--- config.mk ---
export PLATFORM = sky130hd
export DESIGN_NAME = audio_peak_rms_envelope
export DESIGN_NICKNAME = d
export VERILOG_FILES = /design/src/rtl/apre_pkg.sv /design/src/rtl/audio_peak_rms_envelope.sv /design/src/rtl/apre_cfg.sv /design/src/rtl/apre_sub.sv /design/src/rtl/apre_mul.sv
export VERILOG_INCLUDE_DIRS = /design/src /design/src/rtl
export SDC_FILE = /design/constraint.sdc
export NUM_CORES = 2
export LEC_CHECK = 0
export ABC_CLOCK_PERIOD_IN_PS = 12700
export BUFFER_PORTS_ARGS = -buffer_cell sky130_fd_sc_hd__buf_2
export CAP_MARGIN = 20
export CORE_MARGIN = 2
export CORE_UTILIZATION = 55
export CTS_CLUSTER_SIZE = 28
export DETAILED_ROUTE_END_ITERATION = 6
export GPL_TIMING_DRIVEN = 0
export PLACE_DENSITY = 0.81
export REMOVE_ABC_BUFFERS = 1
export SLEW_MARGIN = 20
export SYNTH_ARGS = -nofsm -noshare
export SYNTH_HDL_FRONTEND = slang
export SYNTH_SLANG_ARGS = --single-unit
--- constraint.sdc ---
create_clock -name clk -period 12.7 [get_ports clk]
set_input_delay 1.27 -clock clk [delete_from_list [all_inputs] [get_ports clk]]
set_output_delay 1.27 -clock clk [all_outputs]
set_load 0.005 [all_outputs]
--- src/rtl/assert_macros.svh ---
// assertion macros shared by the envelope follower rtl
`ifndef ASSERT_MACROS_SVH
`define ASSERT_MACROS_SVH

// property sampled on the rising edge of clk, switched off while rst is high
`define APRE_ASSERT(label, prop, msg) \
  label: assert property (@(posedge clk) disable iff (rst) (prop)) \
    else $error(msg);

// implication form, same clocking and reset
`define APRE_ASSERT_IMP(label, ante, cons, msg) \
  label: assert property (@(posedge clk) disable iff (rst) (ante) |-> (cons)) \
    else $error(msg);

`endif

--- src/rtl/apre_pkg.sv ---
// shared types, constants and helpers of the peak and rms envelope follower
`default_nettype none

package apre_pkg;

  localparam int SAMPLE_WIDTH_DEF = 24;
  localparam int NUM_CH           = 4;
  localparam int DECAY_W          = 24;
  localparam int LEVEL_W          = 24;
  localparam int PFLOOR_W         = 24;
  localparam int RFLOOR_W         = 47;
  localparam int NCH_W            = 3;
  localparam int CFG_IDX_W        = 3;
  localparam int CFG_DATA_W       = 47;

  localparam logic [NCH_W-1:0]    ACTIVE_CH_RST  = 3'd2;
  localparam logic [DECAY_W-1:0]  PEAK_DECAY_RST = 24'd16776517;
  localparam logic [DECAY_W-1:0]  RMS_DECAY_RST  = 24'd16776517;
  localparam logic [PFLOOR_W-1:0] PEAK_FLOOR_RST = 24'd8389;
  localparam logic [RFLOOR_W-1:0] RMS_FLOOR_RST  = 47'd70368744178;

  typedef enum logic [CFG_IDX_W-1:0] {
    CFG_ACTIVE_CH  = 3'd0,
    CFG_PEAK_DECAY = 3'd1,
    CFG_RMS_DECAY  = 3'd2,
    CFG_PEAK_FLOOR = 3'd3,
    CFG_RMS_FLOOR  = 3'd4
  } cfg_idx_t;

  typedef struct packed {
    logic [NCH_W-1:0]    active_channels;
    logic [DECAY_W-1:0]  peak_decay;
    logic [DECAY_W-1:0]  rms_decay;
    logic [PFLOOR_W-1:0] peak_floor;
    logic [RFLOOR_W-1:0] rms_floor;
  } cfg_t;

  // operand pairing of the shared multiplier
  typedef enum logic [1:0] {
    MUL_SQR  = 2'd0,
    MUL_PEAK = 2'd1,
    MUL_RLO  = 2'd2,
    MUL_RHI  = 2'd3
  } mul_op_t;

  // width of the second multiplier operand: mean or decay, whichever is wider
  function automatic int mul_b_w(input int sw);
    mul_b_w = (sw > DECAY_W) ? sw : DECAY_W;
  endfunction

endpackage

`default_nettype wire

--- src/rtl/audio_peak_rms_envelope.sv ---
// Peak and rms envelope follower for one multichannel audio frame per item.
//
// Frame channel: frame_valid with sample_0..sample_3, taken on a rising edge
// where frame_valid is high and frame_stall is low. frame_stall stays high
// while a frame is being worked on.
// Result channel: result_valid with peak_level and rms_level, taken where
// result_valid is high and result_stall is low. The result sits in an output
// register, so the next frame is taken while the last result still waits.
// Configuration: cfg_valid/cfg_ready with cfg_index and cfg_data; cfg_ready is
// always high. Write only while no frame is in flight.
// Each frame passes through the bit-serial divide by the channel count
// (SAMPLE_WIDTH+2 steps), the square root (SAMPLE_WIDTH steps, two bits
// each) on one shared compare and subtract unit, and the shared multiplier
// and update sequence (S_SQR, S_PKM, S_RSEL, S_RLO, S_RHI, S_RACC, S_RTI);
// the next frame is taken only once the last one has left its final step.
// If the receiver stalls, a finished frame waits in its last step until the
// output register is free. Reset clears both envelopes, the output valid and
// restores the default registers.
`default_nettype none

module audio_peak_rms_envelope #(
  parameter int SAMPLE_WIDTH = apre_pkg::SAMPLE_WIDTH_DEF
) (
  input  logic                               clk,
  input  logic                               rst,
  input  logic                               frame_valid,
  output logic                               frame_stall,
  input  logic signed [SAMPLE_WIDTH-1:0]     sample_0,
  input  logic signed [SAMPLE_WIDTH-1:0]     sample_1,
  input  logic signed [SAMPLE_WIDTH-1:0]     sample_2,
  input  logic signed [SAMPLE_WIDTH-1:0]     sample_3,
  output logic                               result_valid,
  input  logic                               result_stall,
  output logic [apre_pkg::LEVEL_W-1:0]       peak_level,
  output logic [apre_pkg::LEVEL_W-1:0]       rms_level,
  input  logic                               cfg_valid,
  output logic                               cfg_ready,
  input  logic [apre_pkg::CFG_IDX_W-1:0]     cfg_index,
  input  logic [apre_pkg::CFG_DATA_W-1:0]    cfg_data
);
  import apre_pkg::*;

  `include "assert_macros.svh"

  localparam int SW    = SAMPLE_WIDTH;
  localparam int UW    = SW + 2;
  localparam int RW    = 2 * SW - 1;
  localparam int XW    = 2 * SW;
  localparam int BW    = mul_b_w(SW);
  localparam int PW    = SW + BW;
  localparam int AW    = PW + SW;
  localparam int CNT_W = $clog2(UW);
  localparam int PCW   = (SW > PFLOOR_W) ? SW : PFLOOR_W;
  localparam int RCW   = (RW > RFLOOR_W) ? RW : RFLOOR_W;

  localparam logic [SW-1:0] PEAK_MAX = {1'b1, {(SW-1){1'b0}}};
  localparam logic [RW-1:0] RMS_MAX  = {1'b1, {(RW-1){1'b0}}};

  typedef enum logic [10:0] {
    S_IDLE = 11'b000_0000_0001,
    S_DIV  = 11'b000_0000_0010,
    S_SQR  = 11'b000_0000_0100,
    S_PKM  = 11'b000_0000_1000,
    S_RSEL = 11'b000_0001_0000,
    S_RLO  = 11'b000_0010_0000,
    S_RHI  = 11'b000_0100_0000,
    S_RACC = 11'b000_1000_0000,
    S_RTI  = 11'b001_0000_0000,
    S_ROOT = 11'b010_0000_0000,
    S_DONE = 11'b100_0000_0000
  } state_t;

  state_t state;

  cfg_t cfg;

  logic [CNT_W-1:0] cnt;
  logic [UW-1:0]    digits;   // dividend/quotient, later the root
  logic [UW-1:0]    rem;
  logic [NCH_W-1:0] nch;
  logic [SW-1:0]    mean;
  logic [RW-1:0]    sq;
  logic [RW-1:0]    mix;
  logic             rclr;
  logic [PW-1:0]    plo;
  logic [XW-1:0]    xr;
  logic [SW-1:0]    peak_env;
  logic [RW-1:0]    rms_env;

  logic [SW-1:0]    smp [NUM_CH];
  logic [SW-1:0]    mag [NUM_CH];
  logic [NCH_W-1:0] nclamp;
  logic [UW-1:0]    sum;

  logic             mul_en;
  mul_op_t          mul_op;
  logic [PW-1:0]    prod;

  logic [UW-1:0]    sub_lhs;
  logic [UW-1:0]    sub_rhs;
  logic             sub_ge;
  logic [UW-1:0]    sub_diff;

  logic [AW-1:0]    racc;
  logic             rms_cap;
  logic             rms_above;
  logic             peak_above;
  logic             out_load;

  logic [LEVEL_W+SW-1:0] pk_ext;
  logic [LEVEL_W+SW-1:0] rt_ext;

  apre_cfg u_cfg (
    .clk       (clk),
    .rst       (rst),
    .cfg_valid (cfg_valid),
    .cfg_ready (cfg_ready),
    .cfg_index (cfg_index),
    .cfg_data  (cfg_data),
    .cfg       (cfg)
  );

  apre_mul #(.SAMPLE_WIDTH(SAMPLE_WIDTH)) u_mul (
    .clk        (clk),
    .en         (mul_en),
    .op         (mul_op),
    .mean       (digits[SW-1:0]),
    .peak_env   (peak_env),
    .mix        (mix),
    .peak_decay (cfg.peak_decay),
    .rms_decay  (cfg.rms_decay),
    .prod       (prod)
  );

  apre_sub #(.SAMPLE_WIDTH(SAMPLE_WIDTH)) u_sub (
    .lhs  (sub_lhs),
    .rhs  (sub_rhs),
    .ge   (sub_ge),
    .diff (sub_diff)
  );

  assign smp[0] = sample_0;
  assign smp[1] = sample_1;
  assign smp[2] = sample_2;
  assign smp[3] = sample_3;

  // zero channels counts as one, more than four as four
  always_comb begin
    if (cfg.active_channels == '0) begin
      nclamp = NCH_W'(1);
    end else if (cfg.active_channels > NCH_W'(NUM_CH)) begin
      nclamp = NCH_W'(NUM_CH);
    end else begin
      nclamp = cfg.active_channels;
    end
  end

  always_comb begin
    sum = '0;
    for (int i = 0; i < NUM_CH; i++) begin
      // most negative sample wraps to exactly 2^(SW-1), which still fits
      mag[i] = smp[i][SW-1] ? (~smp[i] + SW'(1)) : smp[i];
      if (NCH_W'(i) < nclamp) begin
        sum = sum + UW'(mag[i]);
      end
    end
  end

  // shared unit operands: one quotient bit or one root bit per cycle
  always_comb begin
    if (state == S_ROOT) begin
      sub_lhs = {rem[UW-3:0], xr[XW-1 -: 2]};
      sub_rhs = {digits[SW-1:0], 2'b01};
    end else begin
      sub_lhs = {rem[UW-2:0], digits[UW-1]};
      sub_rhs = UW'(nch);
    end
  end

  always_comb begin
    mul_en = 1'b1;
    mul_op = MUL_SQR;
    unique case (state)
      S_SQR:   mul_op = MUL_SQR;
      S_PKM:   mul_op = MUL_PEAK;
      S_RLO:   mul_op = MUL_RLO;
      S_RHI:   mul_op = MUL_RHI;
      default: mul_en = 1'b0;
    endcase
  end

  // upper partial product weighs 2^SW, then drop the 24 fraction bits
  assign racc       = {prod, {SW{1'b0}}} + AW'(plo);
  assign rms_cap    = sq > rms_env;
  assign rms_above  = RCW'(rms_env) > RCW'(cfg.rms_floor);
  assign peak_above = PCW'(peak_env) > PCW'(cfg.peak_floor);

  assign pk_ext = (LEVEL_W + SW)'(peak_env);
  assign rt_ext = (LEVEL_W + SW)'(digits[SW-1:0]);

  assign frame_stall = (state != S_IDLE);

  // the output register takes a new result once the held one has gone
  assign out_load = (state == S_DONE) && (!result_valid || !result_stall);

  always_ff @(posedge clk) begin
    if (rst) begin
      state        <= S_IDLE;
      result_valid <= 1'b0;
      peak_env     <= '0;
      rms_env      <= '0;
      cnt          <= '0;
    end else begin
      if (result_valid && !result_stall && !out_load) begin
        result_valid <= 1'b0;
      end
      unique case (state)
        S_IDLE: begin
          if (frame_valid) begin
            digits <= sum;
            rem    <= '0;
            nch    <= nclamp;
            cnt    <= '0;
            state  <= S_DIV;
          end
        end
        S_DIV: begin
          rem    <= sub_ge ? sub_diff : sub_lhs;
          digits <= {digits[UW-2:0], sub_ge};
          cnt    <= cnt + CNT_W'(1);
          if (cnt == CNT_W'(UW - 1)) begin
            state <= S_SQR;
          end
        end
        S_SQR: begin
          mean  <= digits[SW-1:0];
          state <= S_PKM;
        end
        S_PKM: begin
          sq    <= prod[RW-1:0];
          state <= S_RSEL;
        end
        S_RSEL: begin
          // a mean equal to the state does not replace it
          if (mean > peak_env) begin
            peak_env <= mean;
          end else if (peak_above) begin
            peak_env <= prod[DECAY_W +: SW];
          end else begin
            peak_env <= '0;
          end
          mix   <= rms_cap ? sq : rms_env;
          rclr  <= !rms_cap && !rms_above;
          state <= S_RLO;
        end
        S_RLO: begin
          state <= S_RHI;
        end
        S_RHI: begin
          plo   <= prod;
          state <= S_RACC;
        end
        S_RACC: begin
          rms_env <= rclr ? '0 : racc[DECAY_W +: RW];
          state   <= S_RTI;
        end
        S_RTI: begin
          xr     <= XW'(rms_env);
          rem    <= '0;
          digits <= '0;
          cnt    <= '0;
          state  <= S_ROOT;
        end
        S_ROOT: begin
          rem    <= sub_ge ? sub_diff : sub_lhs;
          digits <= {digits[UW-2:0], sub_ge};
          xr     <= {xr[XW-3:0], 2'b00};
          cnt    <= cnt + CNT_W'(1);
          if (cnt == CNT_W'(SW - 1)) begin
            state <= S_DONE;
          end
        end
        S_DONE: begin
          // wait here while the previous result is still held
          if (out_load) begin
            peak_level   <= pk_ext[LEVEL_W-1:0];
            rms_level    <= rt_ext[LEVEL_W-1:0];
            result_valid <= 1'b1;
            state        <= S_IDLE;
          end
        end
        default: state <= S_IDLE;
      endcase
    end
  end

  `APRE_ASSERT(a_peak_range, peak_env <= PEAK_MAX, "peak envelope above full scale")
  `APRE_ASSERT(a_rms_range, rms_env <= RMS_MAX, "rms envelope above full scale")
  `APRE_ASSERT_IMP(a_div_rem, state == S_DIV, rem < UW'(nch),
                   "divider remainder not below channel count")
  `APRE_ASSERT_IMP(a_root_rem, state == S_ROOT, rem <= UW'({digits[SW-1:0], 1'b0}),
                   "square root remainder exceeds twice the root")
  `APRE_ASSERT_IMP(a_result_src, $rose(result_valid), $past(state == S_DONE),
                   "result raised outside the final step")

endmodule

`default_nettype wire

--- src/rtl/apre_cfg.sv ---
// configuration register file of the envelope follower
`default_nettype none

module apre_cfg (
  input  logic                             clk,
  input  logic                             rst,
  input  logic                             cfg_valid,
  output logic                             cfg_ready,
  input  logic [apre_pkg::CFG_IDX_W-1:0]   cfg_index,
  input  logic [apre_pkg::CFG_DATA_W-1:0]  cfg_data,
  output apre_pkg::cfg_t                   cfg
);
  import apre_pkg::*;

  assign cfg_ready = 1'b1;

  always_ff @(posedge clk) begin
    if (rst) begin
      cfg.active_channels <= ACTIVE_CH_RST;
      cfg.peak_decay      <= PEAK_DECAY_RST;
      cfg.rms_decay       <= RMS_DECAY_RST;
      cfg.peak_floor      <= PEAK_FLOOR_RST;
      cfg.rms_floor       <= RMS_FLOOR_RST;
    end else if (cfg_valid && cfg_ready) begin
      unique case (cfg_index)
        CFG_ACTIVE_CH:  cfg.active_channels <= cfg_data[NCH_W-1:0];
        CFG_PEAK_DECAY: cfg.peak_decay      <= cfg_data[DECAY_W-1:0];
        CFG_RMS_DECAY:  cfg.rms_decay       <= cfg_data[DECAY_W-1:0];
        CFG_PEAK_FLOOR: cfg.peak_floor      <= cfg_data[PFLOOR_W-1:0];
        CFG_RMS_FLOOR:  cfg.rms_floor       <= cfg_data[RFLOOR_W-1:0];
        default: ;  // unknown index, write dropped
      endcase
    end
  end

endmodule

`default_nettype wire

--- src/rtl/apre_sub.sv ---
// shared compare and subtract unit for the divider and square root steps
`default_nettype none

module apre_sub #(
  parameter int SAMPLE_WIDTH = apre_pkg::SAMPLE_WIDTH_DEF
) (
  input  logic [SAMPLE_WIDTH+1:0] lhs,
  input  logic [SAMPLE_WIDTH+1:0] rhs,
  output logic                    ge,
  output logic [SAMPLE_WIDTH+1:0] diff
);
  import apre_pkg::*;

  localparam int W = SAMPLE_WIDTH + 2;

  logic [W:0] wide;

  // borrow out of the top bit means lhs < rhs
  assign wide = {1'b0, lhs} - {1'b0, rhs};
  assign ge   = ~wide[W];
  assign diff = wide[W-1:0];

endmodule

`default_nettype wire

--- src/rtl/apre_mul.sv ---
// shared multiplier with operand selection and registered product
`default_nettype none

module apre_mul #(
  parameter int SAMPLE_WIDTH = apre_pkg::SAMPLE_WIDTH_DEF
) (
  input  logic                                 clk,
  input  logic                                 en,
  input  apre_pkg::mul_op_t                    op,
  input  logic [SAMPLE_WIDTH-1:0]              mean,
  input  logic [SAMPLE_WIDTH-1:0]              peak_env,
  input  logic [2*SAMPLE_WIDTH-2:0]            mix,
  input  logic [apre_pkg::DECAY_W-1:0]         peak_decay,
  input  logic [apre_pkg::DECAY_W-1:0]         rms_decay,
  output logic [SAMPLE_WIDTH+apre_pkg::mul_b_w(SAMPLE_WIDTH)-1:0] prod
);
  import apre_pkg::*;

  localparam int SW = SAMPLE_WIDTH;
  localparam int BW = mul_b_w(SAMPLE_WIDTH);
  localparam int RW = 2 * SAMPLE_WIDTH - 1;
  localparam int PW = SW + BW;

  logic [SW-1:0] a;
  logic [BW-1:0] b;

  always_comb begin
    unique case (op)
      MUL_SQR: begin
        a = mean;
        b = BW'(mean);
      end
      MUL_PEAK: begin
        a = peak_env;
        b = BW'(peak_decay);
      end
      MUL_RLO: begin
        a = mix[SW-1:0];
        b = BW'(rms_decay);
      end
      MUL_RHI: begin
        // upper part of the rms operand, weight 2^SW
        a = SW'(mix[RW-1:SW]);
        b = BW'(rms_decay);
      end
    endcase
  end

  always_ff @(posedge clk) begin
    if (en) begin
      prod <= PW'(a) * PW'(b);
    end
  end

endmodule

`default_nettype wire

==> results_dict.tcl <==
set metrics [dict create \
    cp_max_fo 67 \
    ys_warn_count 0 \
    grt_pass1_vias 43520 \
    vias 43010 \
    busiest_layer "met2" \
    outcome "complete, no violations" \
    grt_max_degree 123 \
    hpwl_um 126000 \
    cts_root_buf "clkbuf_16" \
    met3_usage_pct 7.860 \
    drc 0 \
    post_cts_buffers 0 \
    yosysSeqAreaShare_pct 27.71 \
    area_growth_pct 8.389 \
    wl_um 161400 \
    layout-drive-gt1-share_pct 9.117 \
    final-setup-viol-count 0 \
    grt.overflow.total 0 \
    fin_crit_ns 12.05 \
    syn_area_per_cell_um2 9.143 \
    synth.distinct_cells 101 \
    hold_start "u_cfg.cfg[23]$_SDFFE_PP0P_" \
    cp.required_ns 13.08 \
    timing.fmax_mhz 83.01 \
    stdcell_count 7073 \
    cts-buffers-inserted 53 \
    startpoint "state[4]$_SDFFE_PP0P_" \
    post-route-period-util_pct 94.85 \
    rows 112 \
    core_um2 93610 \
    ys_ff_latch 551 \
    rsz0062_at_grt "false" \
    utilization_pct 60.35 \
    path_clk_slew_ns 0.07 \
    startpoint_type "flop" \
    critPathMaxStageDelay_ns 0.88 \
    hp-class "reg -> reg" \
    cts.sinks 551 \
    register_area_um2 14450 \
    finalClockSkew_ns 0.03484 \
    synthArstFlopShare_pct 0 \
    drv_slew 0 \
    grt_pass1_wl_um 247700 \
    cts_tree "built" \
    regToRegStartpoint "state[4]$_SDFFE_PP0P_" \
    path_class "reg -> reg" \
    clock_latency_ns 0.64 \
    multi_input_area_um2 33980 \
    crit_arrival_ns 12.43 \
    die_area_um2 97250 \
    slowest_stage "a31oi_2" \
    via_per_inst 6.080 \
    hold_slack_ns 0.4544 \
    die_width_um 311.9 \
    h-tree-depth 2 \
    regToRegSetupSlack_ns 0.65 \
    synth.top_cells.by_count "nand2_1, inv_1, nor2_1, fa_1, ha_1" \
    hold_buffers 0 \
    drtIter0Drc 4288 \
    route.detailed.wl_per_inst_um 22.81 \
    synthesis.area_um2 52120 \
    pin_count 202 \
    grt_use_met2_pct 51.52 \
    start_util_pct 55.68 \
    worst_slew_pin_slew_ns 1.240 \
    hold_viol_final 0 \
    synth_edf_count 341 \
    drtAntennaViolNets 0 \
    cts_resized 0 \
    synth_top_area_share_pct 19.64 \
    drt_pass1_iterations 7 \
    synth_cells 5701 \
    use_met1_pct 41.83 \
    io_buffers 200 \
    place.gp.congestion 1.023 \
    drv_cap 0 \
    dpl_cell_area_um2 54620 \
    die_h_um 311.9 \
    synth_flop_cell "edfxtp_1" \
    place_inst 6969 \
    fin_nets 6853 \
    clock_path_buffers 3 \
    fillers 7911 \
    synthTopCellsByArea "edfxtp_1, fa_1, ha_1, dfxtp_1, nand2_1" \
    yosys.area.top_type "edfxtp_1" \
    synth_most_common_cell "nand2_1" \
    antenna_found_initial 14 \
    track_usage_pct 33.02 \
    endpoint_kind "flop" \
    slew_headroom_pct 17.32 \
    fin_area_um2 56500 \
]
-- critical path: cells and delay by family (launching register included) --
kind | cells | cell delay [ns]
buffers and inverters | 7 | 0.40
xor gates and xnor gates | 1 | 0.11
DFF | 1 | 0.37
adders and majority gates | 8 | 4.01
and+or+nand+nor | 11 | 3.74
AOI/OAI and AO/OA | 7 | 3.14
-- metal layers --
| layer | vias to the layer above | share of wire (%) |
|---|---|---|
| li1 | 19190 | - |
| met1 | 20860 | 37 |
| met2 | 2367 | 44 |
| met3 | 579 | 11 |
| met4 | 16 | 7.3 |
| met5 | - | 0.061 |
-- layout make-up --
type                       instances  share of cell area, %
clock buffer                      57                  2.374
antenna                            6                0.02658
tap                             1254                  2.777
clock inverter                    40                 0.8238
multi-input combinational       4147                  60.14
sequential                       551                  25.57
timing repair buffer             255                  3.224
inverter                         763                  5.069
-- stage by stage --
stage / TNS [ns] / setup slack (ns)
after floorplan: 0 / 2.475
after global placement: -4.520 / -0.6947
after detailed placement: 0 / 0.7115
after CTS: 0 / 0.6508
after global routing: 0 / 0.1873
final: 0 / 0.6534
-- registers in the layout, summed over array words and instances (netlist names), 25 cells and up --
| register | count |
|---|---|
| xr | 48 |
| u_mul.prod | 48 |
| digits | 26 |
| rms_env | 47 |
| sq | 47 |
| mix | 47 |
| u_cfg.cfg | 122 |
| rem | 25 |
-- worst paths after layout --
kind,endpoint,depth (start not counted)
max,u_mul.prod[47]$_DFFE_PP_,34
min reg2reg,u_cfg.cfg[23]$_SDFFE_PP0P_,2
max reg2reg,u_mul.prod[47]$_DFFE_PP_,34
min,u_cfg.cfg[23]$_SDFFE_PP0P_,2
-- cell usage in the layout, fill, tap and decap left out, types with 26 or more instances in the layout --
cell and count:
nor3_1 50, nand4_1 38, dfxtp_1 209, a21oi_1 239
nand2_1 815, clkbuf_16 53, o31ai_1 31, inv_1 762
buf_2 206, o21ai_0 224, a211oi_1 44, nand3b_1 44
nand2b_1 52, a21o_1 120, edfxtp_1 341, o211ai_1 27
a211o_1 33, nor2b_1 57, o21a_1 41, mux2i_1 37
nor2_1 524, xnor2_1 194, fa_1 487, mux2_2 56
nand3_1 54, a22oi_1 56, xor2_1 60, ha_1 444
o21ai_2 26
-- kinds of logic (layout without fill, tap and decap cells) --
logic type               count (synthesis)  after routing  synth area share, %
multiplexers                            93             93                1.920
XOR/XNOR                               254            254                4.268
flip-flops                             551            551                27.71
adder cells (fa/ha/maj)                931            931                29.36
other                                    1              7             0.007194
AND/OR/NAND/NOR                       1814           1814                15.53
AO/OA/AOI/OAI                         1054           1054                13.44
buffers and inverters                 1003           1115                7.763
Power is left out: the tool's default activity adds up to more than one toggle a clock period on the data nets, which glitch-free logic cannot reach.
